==> src/rtl/crpg_pkg.sv <==
// ---------------------------------------------------------------------------
// crpg_pkg
// Shared types and constants for the Catmull-Rom point and gradient unit.
// ---------------------------------------------------------------------------
`default_nettype none

package crpg_pkg;

   localparam int MAX_POINTS = 64;
   localparam int IDX_W      = 6;
   localparam int CNT_W      = 7;
   localparam int COORD_W    = 32;
   localparam int FRAC_W     = 16;
   localparam int W_W        = 22;                  // weight width, signed
   localparam int PROD_W     = COORD_W + W_W;       // one point times one weight
   localparam int ACC_W      = PROD_W + 3;          // sum of four plus rounding
   localparam int SH_W       = ACC_W - FRAC_W - 1;  // after the divide by 2S
   localparam int R_W        = SH_W + 1;            // room for the negation
   localparam int QUEUE_D    = 4;
   localparam int QPTR_W     = 2;

   localparam logic signed [W_W-1:0]   ONE_Q = W_W'(1) << FRAC_W;
   localparam logic signed [ACC_W-1:0] RND_Q = ACC_W'(1) << FRAC_W;

   typedef enum logic [1:0] {
      OP_LOAD = 2'd0,
      OP_POS  = 2'd1,
      OP_GRAD = 2'd2,
      OP_NONE = 2'd3
   } opcode_type;

   typedef enum logic [1:0] {
      ST_OK    = 2'd0,
      ST_RANGE = 2'd1,
      ST_SAT   = 2'd2
   } status_type;

   typedef enum logic [1:0] {
      K_LOAD,
      K_EVAL,
      K_REJECT
   } kind_type;

   typedef enum logic {
      REG_LOOP_MODE   = 1'b0,
      REG_POINT_COUNT = 1'b1
   } csr_index_type;

   typedef struct packed {
      logic [1:0]                opcode;
      logic [IDX_W-1:0]          point_index;
      logic signed [COORD_W-1:0] coord_x;
      logic signed [COORD_W-1:0] coord_y;
      logic [FRAC_W-1:0]         t_frac;
   } req_type;

   typedef struct packed {
      logic signed [COORD_W-1:0] out_x;
      logic signed [COORD_W-1:0] out_y;
      logic [1:0]                status;
   } rsp_type;

   typedef struct packed {
      kind_type kind;
      logic     grad;
      logic     negx;
   } ctl_type;

   // classified item passed from front to back
   typedef struct packed {
      ctl_type                   ctl;
      logic [IDX_W-1:0]          p0;
      logic [IDX_W-1:0]          p1;
      logic [IDX_W-1:0]          p2;
      logic [IDX_W-1:0]          p3;
      logic signed [COORD_W-1:0] wx;
      logic signed [COORD_W-1:0] wy;
      logic [FRAC_W-1:0]         u;
      logic [FRAC_W-1:0]         tt;
   } cmd_type;

endpackage

`default_nettype wire

==> src/rtl/crpg_front.sv <==
// ---------------------------------------------------------------------------
// crpg_front
// Classifies requests: range check, control point indices, t squared.
// ---------------------------------------------------------------------------
`default_nettype none

module crpg_front (
   input  wire logic                       loop_mode,
   input  wire logic [crpg_pkg::CNT_W-1:0] point_count,
   input  wire crpg_pkg::req_type          req,
   output crpg_pkg::cmd_type               cmd
);

   logic [crpg_pkg::CNT_W-1:0]   n;
   logic [crpg_pkg::CNT_W-1:0]   idx_w;
   logic [crpg_pkg::CNT_W-1:0]   nxt1;
   logic [crpg_pkg::CNT_W-1:0]   nxt2;
   logic                         in_range;
   logic [2*crpg_pkg::FRAC_W-1:0] sq;
   logic [2*crpg_pkg::FRAC_W:0]   sq_rnd;

   always_comb begin
      n = (point_count > crpg_pkg::CNT_W'(crpg_pkg::MAX_POINTS)) ?
          crpg_pkg::CNT_W'(crpg_pkg::MAX_POINTS) : point_count;
      idx_w = {1'b0, req.point_index};
      nxt1  = (idx_w + 1'b1 == n) ? '0 : idx_w + 1'b1;
      nxt2  = (nxt1 + 1'b1 == n) ? '0 : nxt1 + 1'b1;
      in_range = loop_mode ? (idx_w < n) : (idx_w + 3'd3 < n);

      sq     = req.t_frac * req.t_frac;
      sq_rnd = {1'b0, sq} + (2*crpg_pkg::FRAC_W+1)'(1 << (crpg_pkg::FRAC_W - 1));

      cmd.wx   = req.coord_x;
      cmd.wy   = req.coord_y;
      cmd.u    = req.t_frac;
      cmd.tt   = sq_rnd[2*crpg_pkg::FRAC_W-1:crpg_pkg::FRAC_W];
      cmd.ctl.grad = (req.opcode == crpg_pkg::OP_GRAD);
      cmd.ctl.negx = (req.opcode == crpg_pkg::OP_GRAD) && (idx_w == n - 1'b1) &&
                     (req.t_frac == '0);

      // a load always writes the entry it names through p0
      if (loop_mode && (req.opcode != crpg_pkg::OP_LOAD)) begin
         cmd.p0 = (req.point_index == '0) ? crpg_pkg::IDX_W'(n - 1'b1) :
                  req.point_index - 1'b1;
         cmd.p1 = req.point_index;
         cmd.p2 = nxt1[crpg_pkg::IDX_W-1:0];
         cmd.p3 = nxt2[crpg_pkg::IDX_W-1:0];
      end else begin
         cmd.p0 = req.point_index;
         cmd.p1 = req.point_index + 2'd1;
         cmd.p2 = req.point_index + 2'd2;
         cmd.p3 = req.point_index + 2'd3;
      end

      unique case (req.opcode)
         crpg_pkg::OP_LOAD: cmd.ctl.kind = crpg_pkg::K_LOAD;
         crpg_pkg::OP_POS,
         crpg_pkg::OP_GRAD: cmd.ctl.kind = in_range ? crpg_pkg::K_EVAL : crpg_pkg::K_REJECT;
         default:           cmd.ctl.kind = crpg_pkg::K_REJECT;
      endcase
   end

endmodule

`default_nettype wire

==> config.mk <==
export PLATFORM = sky130hd
export DESIGN_NAME = crpg_front
export DESIGN_NICKNAME = d
export VERILOG_FILES = /design/src/rtl/crpg_pkg.sv /design/src/rtl/crpg_front.sv
export SDC_FILE = /design/constraint.sdc
export NUM_CORES = 1
export LEC_CHECK = 0
export BUFFER_PORTS_ARGS = -buffer_cell sky130_fd_sc_hd__buf_2
export CELL_PAD_IN_SITES_DETAIL_PLACEMENT = 0
export CELL_PAD_IN_SITES_GLOBAL_PLACEMENT = 1
export CORE_MARGIN = 1.5
export CORE_UTILIZATION = 43
export DETAILED_ROUTE_END_ITERATION = 8
export PLACE_DENSITY = 0.9
export SETUP_SLACK_MARGIN = 0.15
export SLEW_MARGIN = 20
export SYNTH_ARGS = -nofsm -noshare
export SYNTH_HDL_FRONTEND = slang
export SYNTH_SLANG_ARGS = --single-unit
==> constraint.sdc <==
create_clock -name vclk -period 8.2
set_input_delay 0.41 -clock vclk [all_inputs]
set_output_delay 0.41 -clock vclk [all_outputs]
set_load 0.03 [all_outputs]
==> metrics.txt <==
post-synthesis cell count 1125; FFs & Latches 0; Syn Nets 1520; warnings from Yosys 0; crit-path most repeated cell fa_1; via/cell ratio 5.10; Met2 Wirelength 10600 um; Worst EP arrival 7050 ps; fraction of layout cells with a size suffix above 1 0.110; main combinational cell family by area after synthesis adder cells; core area 21200 um^2; first-pass GRT wire length 34500 um; DRC 0; DR vias 7012; family with the most delay on the worst path adder cells; Synth Area in Adders 0.524; Worst EP required 7790 ps; CP endpoint kind output port; area growth from synthesis to layout 0.546%; crit path to cmd[15]; crit path max fanout 24; num ports 220; Max Slew Vio Count 0; Ant. Diodes 0; met3 routed WL 894 um; xor/xnor share of the synthesized area 0.0640; Starting Density 0.443; port buffer count 92; First-pass DRT Iterations 5; GR Overflow Total 0; status complete, no violations; simple-gate share of the synthesized area 0.141; Fillers 2139; post-layout minimum cycle time 7460 ps; Slew headroom 0.297; Netlist cell types 74; max layer used met4; Total Routing Usage GR 0.187; Least-Margin Pin Slew 1050 ps; crit path launch type input port; routed wire length 20400 um; crit path cell chain buf_2 -> inv_1 -> nor2_1 -> inv_1 -> fa_1 -> fa_1 -> inv_1 -> fa_1 -> fa_1 -> fa_1 -> inv_1 -> fa_1 -> inv_1 -> ha_1 -> and4_1 -> o41a_1 -> a32oi_1 -> a21oi_1 -> buf_4 -> o21ai_0 -> nand3_1 -> a2111o_1 -> o211ai_1 -> buf_2; CP max stage cell fa_1; wl on met1 8610 um; Netlist Area Pre-Place 9400 um^2; NumNets Final 1498; MaxCap Viol Count 0; vias in the first global route 7370; CTS resizes 0; Max stage delay on crit path 540 ps; compound-gate portion of the synthesized area 0.0765; Cell Rows 53; cts hold-fix bufs 0; RSZ-0062 raised after global routing false; initial antenna violation count 0; cell depth of the worst setup path 24; DIE WIDTH 151 um; worst hold path class in -> out; FMAX 0.134 GHz; endpoints failing setup 0; DIE HEIGHT 151 um; Crit Path Class in -> out; storage element area 0 um^2; Mean Syn Cell Area 8.36 um^2; CP Launch Point req[11]; maximum number of pins on one net before global-route repair 25; final hold vios 0; clk_buf instances 0; Avg WL per Cell 14.8 um; Iter 0 DRT Violations 381; setup TNS 0 ps; period utilization 0.910; hpwl dp 17500 um; ANT nets after route 0; post-synthesis sequential area ratio 0; Setup Buffers After CTS 0; placer congestion estimate 0.870; WP buf/inv 8; full die area 22800 um^2; mux cell area share after synthesis 0.00665
-- worst min path at each step --
stage / startpoint / endpoint / slack [ps] / cells after the start
6_report: req[44] / cmd[60] / 820 / 0
5_1_grt: req[47] / cmd[63] / 820 / 0
4_1_cts: req[19] / cmd[35] / 820 / 0
3_5_place_dp: req[19] / cmd[35] / 820 / 0
3_3_place_gp: req[19] / cmd[35] / 820 / 0
2_1_floorplan: req[0] / cmd[16] / 950 / 1
-- cell families after synthesis --
kind of cell | count (synthesis)
simple gates | 272
xor+xnor | 62
mux | 6
compound gates | 102
buf+inv | 384
fa+ha+maj | 299
-- final cells by class --
class                      count  area [um^2]  share of cell area
inverter                     266         1000               0.106
multi-input combinational    741         7630               0.807
tap                          275          344              0.0364
timing repair buffer          94          475              0.0503
-- metal layers --
layer	up-vias	track usage
li1	3343	-
met1	3462	0.245
met2	191	0.344
met3	16	0.0108
met4	0	0.0320
met5	-	0
-- cells in the mapped netlist (3+ instances only) --
| library cell | number | share of area |
|---|---|---|
| inv_1 | 261 | 0.10 |
| fa_1 | 158 | 0.34 |
| ha_1 | 141 | 0.19 |
| nand2_1 | 108 | 0.043 |
| buf_4 | 82 | 0.065 |
| nor2_1 | 46 | 0.018 |
| xnor2_1 | 41 | 0.038 |
| and2_1 | 40 | 0.027 |
| clkbuf_1 | 29 | 0.012 |
| a21oi_1 | 28 | 0.015 |
| xor2_1 | 16 | 0.015 |
| o21ai_0 | 15 | 0.0080 |
| nand3_1 | 14 | 0.0075 |
| nor2b_1 | 14 | 0.0093 |
| nor3_1 | 13 | 0.0069 |
| nor4_1 | 8 | 0.0053 |
| o21a_1 | 8 | 0.0064 |
| nand4_1 | 6 | 0.0040 |
| nand2b_1 | 5 | 0.0033 |
| o211ai_1 | 5 | 0.0040 |
| o21bai_1 | 5 | 0.0040 |
| a31o_2 | 4 | 0.0037 |
| mux2i_1 | 4 | 0.0043 |
| a31oi_1 | 3 | 0.0020 |
| and3_1 | 3 | 0.0020 |
| buf_1 | 3 | 0.0012 |
| o22ai_1 | 3 | 0.0020 |
| o31ai_1 | 3 | 0.0024 |
-- layout by cell type, fill, tap and decap left out, types with 2 or more instances in the layout --
cell type / synthesis / layout
or3_1: 2 / 2
buf_2: 2 / 92
o22ai_1: 3 / 3
and2_1: 40 / 40
fa_1: 158 / 158
o31ai_1: 3 / 3
a21boi_0: 2 / 2
a31oi_1: 3 / 3
o21bai_1: 5 / 5
nor3_1: 13 / 13
or2_2: 2 / 2
inv_1: 261 / 261
inv_2: 2 / 2
o311ai_0: 2 / 2
xor3_1: 2 / 2
mux2_2: 2 / 2
nand2_1: 108 / 108
nand3_1: 14 / 14
and3_1: 3 / 3
clkinv_1: 2 / 2
nor2b_1: 14 / 14
o21ai_0: 15 / 15
a32o_2: 2 / 2
nand4_1: 6 / 6
a2111oi_0: 2 / 2
a211oi_1: 2 / 2
nor2_1: 46 / 46
a21oi_1: 28 / 28
ha_1: 141 / 141
nor4_1: 8 / 8
a31o_2: 4 / 4
buf_4: 82 / 2
nand2b_1: 5 / 5
xnor2_1: 41 / 41
o211ai_1: 5 / 5
mux2i_1: 4 / 4
xor2_1: 16 / 16
o21a_1: 8 / 8
-- stage by stage --
step,cell area (um^2),hold slack [ps],std cells,setup slack (ps),utilization
after floorplan,9400,952,1125,1610,-
after global placement,9460,820,1376,722,0.446
after detailed placement,9460,820,1376,671,0.446
after CTS,9460,820,1376,659,0.446
after global routing,9460,820,1376,252,0.446
final,9460,820,1376,740,0.446
Power is not shown: default switching activity piles up to over one toggle a cycle in this logic, so the estimate is an artifact.
