### config.mk
export PLATFORM = sky130hd
export DESIGN_NAME = crpg_queue
export DESIGN_NICKNAME = d
export VERILOG_FILES = /design/src/rtl/crpg_pkg.sv /design/src/rtl/crpg_queue.sv
export SDC_FILE = /design/constraint.sdc
export NUM_CORES = 1
export LEC_CHECK = 0
export BUFFER_PORTS_ARGS = -buffer_cell sky130_fd_sc_hd__clkbuf_2
export CORE_ASPECT_RATIO = 0.6
export CORE_MARGIN = 8
export CORE_UTILIZATION = 50
export CTS_CLUSTER_DIAMETER = 150
export CTS_CLUSTER_SIZE = 40
export DETAILED_ROUTE_END_ITERATION = 10
export HOLD_SLACK_MARGIN = 0.03
export PLACE_DENSITY = 0.8
export SLEW_MARGIN = 0
export SYNTH_ARGS = -nofsm -noshare
export SYNTH_HDL_FRONTEND = slang
export SYNTH_SLANG_ARGS = --single-unit
### constraint.sdc
create_clock -name clock -period 5.5 [get_ports clock]
set_input_delay 0.275 -clock clock [delete_from_list [all_inputs] [get_ports clock]]
set_output_delay 0.275 -clock clock [all_outputs]
set_load 0.01 [all_outputs]
### src/rtl/crpg_pkg.sv
// ---------------------------------------------------------------------------
// crpg_pkg
// Shared types and constants for the Catmull-Rom point and gradient unit.
// ---------------------------------------------------------------------------
`default_nettype none

package crpg_pkg;

   localparam int MAX_POINTS = 64;
   localparam int IDX_W      = 6;
   localparam int CNT_W      = 7;
   localparam int COORD_W    = 32;
   localparam int FRAC_W     = 16;
   localparam int W_W        = 22;                  // weight width, signed
   localparam int PROD_W     = COORD_W + W_W;       // one point times one weight
   localparam int ACC_W      = PROD_W + 3;          // sum of four plus rounding
   localparam int SH_W       = ACC_W - FRAC_W - 1;  // after the divide by 2S
   localparam int R_W        = SH_W + 1;            // room for the negation
   localparam int QUEUE_D    = 4;
   localparam int QPTR_W     = 2;

   localparam logic signed [W_W-1:0]   ONE_Q = W_W'(1) << FRAC_W;
   localparam logic signed [ACC_W-1:0] RND_Q = ACC_W'(1) << FRAC_W;

   typedef enum logic [1:0] {
      OP_LOAD = 2'd0,
      OP_POS  = 2'd1,
      OP_GRAD = 2'd2,
      OP_NONE = 2'd3
   } opcode_type;

   typedef enum logic [1:0] {
      ST_OK    = 2'd0,
      ST_RANGE = 2'd1,
      ST_SAT   = 2'd2
   } status_type;

   typedef enum logic [1:0] {
      K_LOAD,
      K_EVAL,
      K_REJECT
   } kind_type;

   typedef enum logic {
      REG_LOOP_MODE   = 1'b0,
      REG_POINT_COUNT = 1'b1
   } csr_index_type;

   typedef struct packed {
      logic [1:0]                opcode;
      logic [IDX_W-1:0]          point_index;
      logic signed [COORD_W-1:0] coord_x;
      logic signed [COORD_W-1:0] coord_y;
      logic [FRAC_W-1:0]         t_frac;
   } req_type;

   typedef struct packed {
      logic signed [COORD_W-1:0] out_x;
      logic signed [COORD_W-1:0] out_y;
      logic [1:0]                status;
   } rsp_type;

   typedef struct packed {
      kind_type kind;
      logic     grad;
      logic     negx;
   } ctl_type;

   // classified item passed from front to back
   typedef struct packed {
      ctl_type                   ctl;
      logic [IDX_W-1:0]          p0;
      logic [IDX_W-1:0]          p1;
      logic [IDX_W-1:0]          p2;
      logic [IDX_W-1:0]          p3;
      logic signed [COORD_W-1:0] wx;
      logic signed [COORD_W-1:0] wy;
      logic [FRAC_W-1:0]         u;
      logic [FRAC_W-1:0]         tt;
   } cmd_type;

endpackage

`default_nettype wire

### src/rtl/crpg_queue.sv
// ---------------------------------------------------------------------------
// crpg_queue
// Short queue of classified items between front and back.
// ---------------------------------------------------------------------------
`default_nettype none

module crpg_queue (
   input  wire logic              clock,
   input  wire logic              reset,
   input  wire logic              push,
   input  wire crpg_pkg::cmd_type push_cmd,
   output logic                   full,
   input  wire logic              pop,
   output logic                   head_valid,
   output crpg_pkg::cmd_type      head_cmd
);

   crpg_pkg::cmd_type             slot_ff [crpg_pkg::QUEUE_D];
   logic [crpg_pkg::QPTR_W-1:0]   wptr_ff, wptr_in;
   logic [crpg_pkg::QPTR_W-1:0]   rptr_ff, rptr_in;
   logic [crpg_pkg::QPTR_W:0]     count_ff, count_in;

   assign full       = (count_ff == (crpg_pkg::QPTR_W+1)'(crpg_pkg::QUEUE_D));
   assign head_valid = (count_ff != '0);
   assign head_cmd   = slot_ff[rptr_ff];

   always_comb begin
      wptr_in  = push ? wptr_ff + 1'b1 : wptr_ff;
      rptr_in  = pop  ? rptr_ff + 1'b1 : rptr_ff;
      count_in = count_ff + (crpg_pkg::QPTR_W+1)'(push) - (crpg_pkg::QPTR_W+1)'(pop);
   end

   always_ff @(posedge clock) begin
      if (reset) begin
         wptr_ff  <= '0;
         rptr_ff  <= '0;
         count_ff <= '0;
      end else begin
         wptr_ff  <= wptr_in;
         rptr_ff  <= rptr_in;
         count_ff <= count_in;
      end
      if (push) begin
         slot_ff[wptr_ff] <= push_cmd;
      end
   end

endmodule

`default_nettype wire

==> summary.txt, run 1 <==
STA
  – Final worst clock skew: 20.58 ps
  – Fmax: 325.7 MHz
  – RSZ-0062 raised after global routing: false
  – Final Hold Viols: 0
  – Final worst-path cycle share: 0.5582
  – Final setup violation count: 0
  – PnR worst setup slack: 2430 ps
  – Worst-Margin Slew: 982.0 ps
  – Final min period: 3070 ps
  – Slew headroom: 0.3453
  – Total Neg Setup Slack: 0 ps
  – Max-slew violations: 0

Min path
  – WHS Path Cells: 3
  – Hold WC Path Type: input pin to flip-flop
  – Hold_sp: pop

Setup path
  – Reg2Reg Depth: 4
  – Crit. End Element: primary output
  – CP Class: flip-flop to primary output
  – CP startpoint kind: flip-flop
  – Terminus of the critical flop-to-flop path: slot_ff[2][122]
  – Reg2reg setup slack: 3300 ps
  – Worst EP required: 5220 ps
  – FF-to-FF Start: wptr_ff[0]
  – Crit-path max FO: 63
  – CP arrival: 2800 ps

Power
  – Leak Pwr: around 7.3 nW
  – Max VDD drop: 257.8 uV
  – P per Cell Area: 318.1 mW/mm^2
  – Final Power: 6.948 mW

Clock network
  – Number of gates resized after cts: 0
  – CTS tree: built
  – Max clock buf depth: 3
  – Post-CTS Setup Bufs: 0
  – Clock buffer count from CTS: 16
  – Clk_lat worst skew: 540 ps
  – H-Tree Depth: 1
  – Clock Sinks: approximately 500
  – Root buf cell: clkbuf_16
  – Clock transition at the registers of the reported paths: about 140 ps

Drt
  – DRC Markers: 0
  – DRT Pass-1 Iters: 5
  – Wirelength per Cell: 23.26 um
  – Via count: ~8,400
  – DRT iter0 DRCs: 742
  – Final ANT Viol Nets: 0
  – Vias per inst: between 5 and 6
  – Final WL: 35.98 mm

Synthesis
  – Most common cell in the netlist: edfxtp_1
  – Netlist area before placement: around 0.018 mm^2
  – YS warnings: 0
  – FF+latch count, synth: 505
  – Syn Nets: 825
  – EDFF count, synth: between 400 and 500
  – Post-synth ARST share: 0
  – Synth Area per Inst: 26.54 um^2
  – Sequential share of the synthesized area: 0.8233
  – Synth area leaders: edfxtp_1 81%, mux4_2 15%, dfxtp_1 0.98%
  – Synth Instances: 690
  – Post-synth top area cell: edfxtp_1
  – Main flop type after synthesis: edfxtp_1
  – Post-synth cell types: 20
  – Top post-synthesis cells by count: 496 x edfxtp_1, 124 x mux4_2, 14 x buf_2
  – Share of the synthesized area in the top cell type: 0.8134

Global route
  – Total congestion overflow: 0
  – Initial antenna violation count: 1
  – GRT Total Usage: 0.1635
  – First-pass GRT wire length: 54.80 mm
  – Vias in the first global route: approximately 9,300
  – Largest net degree at the start of global routing: 71

Final layout
  – Fill count: 2,457
  – Number of diodes: 0
  – Nets: between 1,000 and 1,500
  – Fraction of layout cells with a size suffix above 1: 0.3838
  – Final core utilization: 0.6032
  – Post-route design area: 0.02184 mm^2
  – Register Area: 0.01508 mm^2
  – Area grow syn2layout: 19.30%
  – Area of the multi-input gates: between 0.003 and 0.004 mm^2

Die
  – Starting Density: 0.5056
  – Die H: 164.2 um
  – # rows: 54
  – Die area: 0.04320 mm^2
  – Die W: 263.1 um
  – Core Area: 0.03621 mm^2
  – Io pins: 254

Flow run
  – Max_cap viols: 0

Place
  – Worst slack at placement: 2933 ps
  – Hpwl dp: about 22 mm
  – Gpl congestion: a little over 0.7
  – Placement Cell Area: 0.02014 mm^2
  – IO Port Bufs: 253

Outcome
  – Outcome: completed
[power by group]
| part | internal [mW] | switching (mW) |
|---|---|---|
| Clock | 0.584 | 1.03 |
| Combinational | 0.415 | 0.433 |
| Sequential | 4.42 | 0.0710 |
| Total | 5.42 | 1.53 |
[through the flow]
step,std cells,hold slack [ps]
2_1_floorplan,690,346.6
3_3_place_gp,1400,491.3
3_5_place_dp,1400,495.9
4_1_cts,1547,46.29
5_1_grt,1547,53.06
6_report,1547,73.27
[worst max path at each step]
stage,startpoint,end,slack (ps)
after floorplan,wptr_ff[0],slot_ff[0][0],1610
after global placement,flip-flop,head_cmd[10],2940
after detailed placement,flip-flop,head_cmd[10],2930
after CTS,flip-flop,head_cmd[10],2320
after global routing,flip-flop,head_cmd[10],2270
final,flip-flop,head_cmd[10],2430
[final cells by class]
cell class / count / area share
inverters: 6 / 0.001031
multi-input cells: 151 / 0.1392
clock inverters: 1 / 0.0007446
clock buffers: 21 / 0.02016
repair buffers: 387 / 0.1212
well taps: 476 / 0.02726
flip-flops and latches: 505 / 0.6904
[sequential cells by signal (all words and copies together) (netlist names), named ones only]
signal	count
slot_ff	496
count_ff	3
rptr_ff	2
wptr_ff	2
[cell families after synthesis]
kind of cell,Yosys count,synth area share
XOR/XNOR,3,0.002255
adder cells (fa/ha/maj),7,0.005193
multiplexers,125,0.1531
buffers and inverters,34,0.01121
AND/OR/NAND/NOR,14,0.004169
AO/OA/AOI/OAI,2,0.0008198
flip-flops,505,0.8233
[per-layer routing]
metal  vias up  GRT usage  wire, um
met3        30    0.03962      2119
met5         -          0         8
met4         2    0.02481       522
met2       235     0.2971     18740
met1      4435     0.2042     14600
li1       3701          -         -
[placed cells by master (no fill, tap or decap)]
cell type      count
a21bo_2            1
a21oi_1            1
and2_4             4
and3_1             1
buf_12             5
buf_4              4
clkbuf_1           4
clkbuf_16         17
clkbuf_2         253
dfxtp_1            7
dfxtp_4            2
dlygate4sd3_1    125
edfxtp_1         496
fa_1               1
ha_1               6
inv_1              6
inv_12             1
mux2i_1            1
mux4_2           124
nand3b_1           1
nor2_1             5
nor2b_1            2
or3_1              1
xnor2_1            2
xor3_1             1
[what timing repair did]
| item | in CTS | in global routing |
|---|---|---|
| hold endpoints to repair | 504 | 0 |
| endpoints found under the setup margin | 0 | 0 |
| hold buffers | 125 | 0 |
[critical path: stages (launching register included)]
cell,delay (ps)
dfxtp_4,970
buf_4,630
mux4_2,450
clkbuf_2,160
No activity file was read; power rests on OpenSTA's default activity.
==> inputs of run 2 (changes only) <==
PLACE_DENSITY = 0.83   (was 0.8)
clock period = 2.5 ns   (was 5.5 ns; I/O delays follow)
==> summary.txt, run 2 (synthesized netlist as in run 1, its figures left out) <==
Clock network
  – Clock buffer count from CTS: 16 (unchanged)
  – Clock transition at the registers of the reported paths: 140 ps (about the same)
  – Root buf cell: clkbuf_16 (unchanged)
  – Max clock buf depth: 3 (unchanged)
  – Post-CTS Setup Bufs: 0 (unchanged)
  – Clk_lat worst skew: 540 ps (about the same)
  – Clock Sinks: 505 (unchanged)
  – CTS tree: built (unchanged)
  – H-Tree Depth: 1 (unchanged)

Drt
  – DRT iter0 DRCs: 720 (was 742)
  – DRT Pass-1 Iters: 5 (unchanged)
  – Via count: 8,661 (was 8,403)
  – Wirelength per Cell: 24.08 um (was 23.26 um)
  – DRC Markers: 0 (unchanged)
  – Final WL: 38.00 mm (was 35.98 mm)
  – Final ANT Viol Nets: 0 (unchanged)
  – Vias per inst: 5.489 (was 5.432)

Final layout
  – Fraction of layout cells with a size suffix above 1: 0.3913 (was 0.3838)
  – Top flop regs: slot_ff: 496 flops, count_ff: 3 flops (unchanged)
  – Nets: 1,224 (was 1,202)
  – Top reg by flops: slot_ff (unchanged)
  – Max reg flops: 496 (unchanged)
  – Most frequent cells in the layout: 496 x edfxtp_1, 253 x clkbuf_2, 128 x dlygate4sd3_1 (was 496 x edfxtp_1, 253 x clkbuf_2, 125 x dlygate4sd3_1)
  – Area grow syn2layout: 21.03% (was 19.30%)
  – Commonest non-fill, non-tap cell in the layout: edfxtp_1 (unchanged)

STA
  – Final min period: 2341 ps
  – Final worst-path cycle share: 0.9364
  – Final Hold Viols: 0 (unchanged)
  – RSZ-0062 raised after global routing: false (unchanged)
  – Worst-Margin Slew: 559.9 ps (was 982.0 ps)
  – Fmax: about 430 MHz
  – Max-slew violations: 0 (unchanged)
  – Final worst clock skew: 19.52 ps (was 20.58 ps)
  – Final setup violation count: 0 (unchanged)
  – Total Neg Setup Slack: 0 ps (unchanged)
  – Slew headroom: 0.6267 (was 0.3453)

Place
  – IO Port Bufs: 253 (unchanged)
  – Gpl congestion: 0.7212 (was 0.7215)
  – Hpwl dp: 24.34 mm (was 21.93 mm)

Die
  – Starting Density: 0.5056 (unchanged)
  – Die H: 164.2 um (unchanged)
  – # rows: 54 (unchanged)
  – Die W: 263.1 um (unchanged)
  – Io pins: 254 (unchanged)
  – Core Area: 0.03621 mm^2 (unchanged)
  – Die area: 0.04320 mm^2 (unchanged)

Power
  – Switching pwr: 3.450 mW (was 1.532 mW)
  – Leak Pwr: 7.457 nW (was 7.308 nW)
  – P per Cell Area: 697.4 mW/mm^2 (was 318.1 mW/mm^2)
  – Max VDD drop: 581.5 uV (was 257.8 uV)
  – Net Sw Frac: 0.2232 (was 0.2204)
  – Int Pwr: 12.00 mW (was 5.416 mW)
  – Clk pwr share: 0.234 (was 0.232)
  – Logic pwr share: 0.130 (was 0.122)
  – Final Power: 15.45 mW (was 6.948 mW)
  – Sequential Power Share: 0.636 (was 0.646)

Setup path
  – Reg2reg setup slack: 730 ps (was 3300 ps)
  – CP arrival: 2220 ps (was 2800 ps)
  – CP startpoint kind: flip-flop (unchanged)
  – Crit-path max FO: 34 (was 63)
  – Worst EP required: 2380 ps (was 5220 ps)
  – CP Class: flip-flop to primary output (unchanged)
  – Crit. End Element: primary output (unchanged)
  – Reg2Reg Depth: 4 (unchanged)

Min path
  – WHS Path Cells: 2 (was 3)
  – Hold WC Path Type: input pin to flip-flop (unchanged)

Outcome
  – Outcome: completed (unchanged)

Global route
  – Initial antenna violation count: 3 (was 1)
  – Total congestion overflow: 0 (unchanged)
  – GRT Total Usage: 0.1721 (was 0.1635)
  – Vias in the first global route: 9,484 (was 9,307)
  – First-pass GRT wire length: 57.18 mm (was 54.80 mm)
  – Largest net degree at the start of global routing: 59 (was 71)

Flow run
  – Max_cap viols: 0 (unchanged)
==> run 2: cell types whose count changed in the layout (fill, tap and decap cells not counted) <==
cell,delta
buf_4,+10
buf_12,+9
clkbuf_1,+6
diode_2,+3
dlygate4sd3_1,+3
==> run 2: power groups by stage <==
stage          logic [mW]  registers [mW]  clock network, mW
3_3_place_gp         1.81            10.0                  0
2_1_floorplan        1.06            9.98                  0
5_1_grt              2.15            9.87               3.97
4_1_cts              2.04            9.84               3.71
3_5_place_dp         1.86            10.0                  0
6_report             2.00            9.83               3.62
==> run 2: final timing paths <==
path | end | startpoint
worst min-delay path | slot_ff[2][79] | push_cmd[79]
worst max register to register | slot_ff[2][7] | wptr_ff[0]
worst max-delay path | head_cmd[52] | flip-flop
worst min register to register | wptr_ff[1] | wptr_ff[1]
==> run 2: critical path, cell delays in order (launching register included) <==
cell	delay (ps)
dfxtp_4	580
buf_12	300
mux4_2	580
clkbuf_2	150
==> run 2: what timing repair did <==
item	4_1_cts	5_1_grt
hold endpoints to repair	505	0
setup endpoints to repair	0	0
hold buffers	128	0
resized for setup	0	0
==> run 2: layer usage <==
metal | global-route usage | vias up | part of all wire
met5 | 0 | - | 0
met4 | 0.03008 | 0 | 0.015
met3 | 0.04321 | 31 | 0.066
met2 | 0.3081 | 321 | 0.52
met1 | 0.2163 | 4559 | 0.40
li1 | - | 3750 | -
==> run 2: metrics by stage <==
stage | std cells | setup slack [ps] | hold slack [ps] | area (um^2) | util
CTS | 1575 | 78.14 | 293.7 | 22150 | 0.6117
global route | 1578 | 2.702 | 304.3 | 22160 | 0.6119
detailed placement | 1419 | 710.8 | 351.0 | 20390 | 0.5631
global placement | 1419 | 721.4 | 337.7 | 20390 | 0.5631
finish | 1578 | 159.0 | 325.7 | 22160 | 0.6119
floorplan | 690 | 9.580 | 196.6 | 18320 | -
==> run 2: cell type report <==
class	count	area [um^2]
clock inverter	1	16.27
tap	476	595.6
multi-input combinational	151	3040
timing repair buffer	409	2933
antenna	3	7.507
sequential	505	15080
fill	2427	14050
clock buffer	27	462.9
inverter	6	22.52
==> inputs of run 3 (changes only) <==
CORE_MARGIN = 2   (was 8)
==> summary.txt, run 3 (synthesized netlist as in run 1, its figures left out) <==
Outcome
  – Outcome: completed (unchanged)

Final layout
  – Max reg flops: 496 (unchanged)
  – Top reg by flops: slot_ff (unchanged)
  – Fraction of layout cells with a size suffix above 1: 0.3902 (was 0.3913)
  – Most frequent cells in the layout: 496 x edfxtp_1, 253 x clkbuf_2, 128 x dlygate4sd3_1 (unchanged)
  – Fin cells: 1,574 (was 1,578)
  – Commonest non-fill, non-tap cell in the layout: edfxtp_1 (unchanged)
  – Post-route design area: 0.02213 mm^2 (was 0.02216 mm^2)
  – Area grow syn2layout: 20.85% (was 21.03%)
  – Nets: 1,222 (was 1,224)
  – Top flop regs: slot_ff: 496 flops, count_ff: 3 flops (unchanged)

STA
  – Final worst clock skew: 27.47 ps (was 19.52 ps)
  – Final worst-path cycle share: 0.9325 (was 0.9364)
  – RSZ-0062 raised after global routing: false (unchanged)
  – Final setup violation count: 0 (unchanged)
  – Slew headroom: 0.6578 (was 0.6267)
  – Final Hold Viols: 0 (unchanged)
  – Minimum hold slack: 334.9 ps (was 325.7 ps)
  – Total Neg Setup Slack: 0 ps (unchanged)
  – Final min period: 2331 ps (was 2341 ps)
  – Worst-Margin Slew: 513.2 ps (was 559.9 ps)
  – Max-slew violations: 0 (unchanged)
  – Fmax: 428.9 MHz (was 427.2 MHz)

Die
  – Io pins: 254 (unchanged)
  – Die W: 251.1 um (was 263.1 um)
  – # rows: 54 (unchanged)
  – Starting Density: 0.5056 (unchanged)
  – Die H: 152.2 um (was 164.2 um)
  – Core Area: 0.03621 mm^2 (unchanged)
  – Die area: 0.03822 mm^2 (was 0.04320 mm^2)

Setup path
  – Worst EP required: 2380 ps (about the same)
  – Reg2Reg Depth: 4 (unchanged)
  – Crit-path max FO: 23 (was 34)
  – Crit. End Element: primary output (unchanged)
  – CP Class: flip-flop to primary output (unchanged)
  – CP arrival: 2210 ps (was 2220 ps)
  – CP startpoint kind: flip-flop (unchanged)

Drt
  – DRC Markers: 0 (unchanged)
  – DRT Pass-1 Iters: 6 (was 5)
  – Vias per inst: 5.452 (was 5.489)
  – Final WL: 35.91 mm (was 38.00 mm)
  – Final ANT Viol Nets: 0 (unchanged)
  – Via count: 8,581 (was 8,661)
  – DRT iter0 DRCs: 911 (was 720)
  – Wirelength per Cell: 22.81 um (was 24.08 um)

Global route
  – Initial antenna violation count: 2 (was 3)
  – Vias in the first global route: 9,118 (was 9,484)
  – Largest net degree at the start of global routing: 58 (was 59)
  – Total congestion overflow: 0 (unchanged)
  – First-pass GRT wire length: 54.78 mm (was 57.18 mm)
  – GRT Total Usage: 0.1882 (was 0.1721)

Clock network
  – Post-CTS Setup Bufs: 0 (unchanged)
  – CTS tree: built (unchanged)
  – Clock buffer count from CTS: 16 (unchanged)
  – Root buf cell: clkbuf_16 (unchanged)
  – Max clock buf depth: 3 (unchanged)
  – Clk_lat worst skew: 540 ps (about the same)
  – Clock transition at the registers of the reported paths: 140 ps (about the same)
  – Clock Sinks: 505 (unchanged)
  – H-Tree Depth: 1 (unchanged)

Place
  – Inst Count DP: 1,417 (was 1,419)
  – IO Port Bufs: 253 (unchanged)
  – Hpwl dp: 22.79 mm (was 24.34 mm)
  – Placement Cell Area: 0.02036 mm^2 (was 0.02039 mm^2)
  – Gpl congestion: 0.7472 (was 0.7212)

Power
  – Leak Pwr: 7.444 nW (was 7.457 nW)
  – P per Cell Area: 696.1 mW/mm^2 (was 697.4 mW/mm^2)
  – Max VDD drop: 709.4 uV (was 581.5 uV)

Min path
  – WHS Path Cells: 2 (unchanged)
  – Hold WC Path Type: input pin to flip-flop (unchanged)

Flow run
  – Max_cap viols: 0 (unchanged)
## run 3: changes by cell type in the layout (fill, tap and decap cells not counted), sizes merged
cell,before,now
buf,28,26
diode,3,1
## run 3: critical path, cell delays in order, from the launching register on
cell and delay [ps]:
dfxtp_4 400, buf_12 220, buf_4 320, mux4_2 560, clkbuf_2 140
## run 3: stage by stage
stage	util	total power, mW	setup WS, ps
after global routing	0.6110	15.94	32.99
after CTS	0.6109	15.54	106.2
after detailed placement	0.5623	11.85	728.5
final	0.6110	15.40	168.6
after global placement	0.5623	11.78	751.3
after floorplan	-	11.04	9.580
## run 3: path summary, 6_finish.rpt
kind | start | end | slack, ps
hold reg to reg | rptr_ff[0] | rptr_ff[1] | 560
setup reg to reg | wptr_ff[0] | slot_ff[0][67] | 810
setup / recovery | flip-flop | head_cmd[32] | 170
hold / removal | push_cmd[21] | slot_ff[2][21] | 330
## run 3: what timing repair did
action	in CTS	in global routing
hold buffers	128	0
endpoints found under the hold margin	505	0
gates resized for setup	0	0
## run 3: final cells by class
class,count,area [um^2]
Sequential cell,505,15080
Fill cell,2472,14090
Multi-Input combinational cell,151,3040
Timing Repair Buffer,407,2905
Tap cell,476,595.6
Clock buffer,27,462.9
Inverter,6,22.52
Clock inverter,1,16.27
Antenna cell,1,2.502
## run 3: routing by layer
layer | GRT usage | up-vias | part of all wire
met5 | 0 | - | 0.00036
met3 | 0.03536 | 36 | 0.061
li1 | - | 3740 | -
met2 | 0.3197 | 294 | 0.51
met4 | 0.02834 | 2 | 0.015
met1 | 0.2637 | 4509 | 0.42
## run 3: report_power, final
group,total (mW),internal [mW],switching [mW]
logic,1.98,0.964,1.01
clock network,3.60,1.32,2.28
registers,9.83,9.71,0.113
total,15.4,12.0,3.41
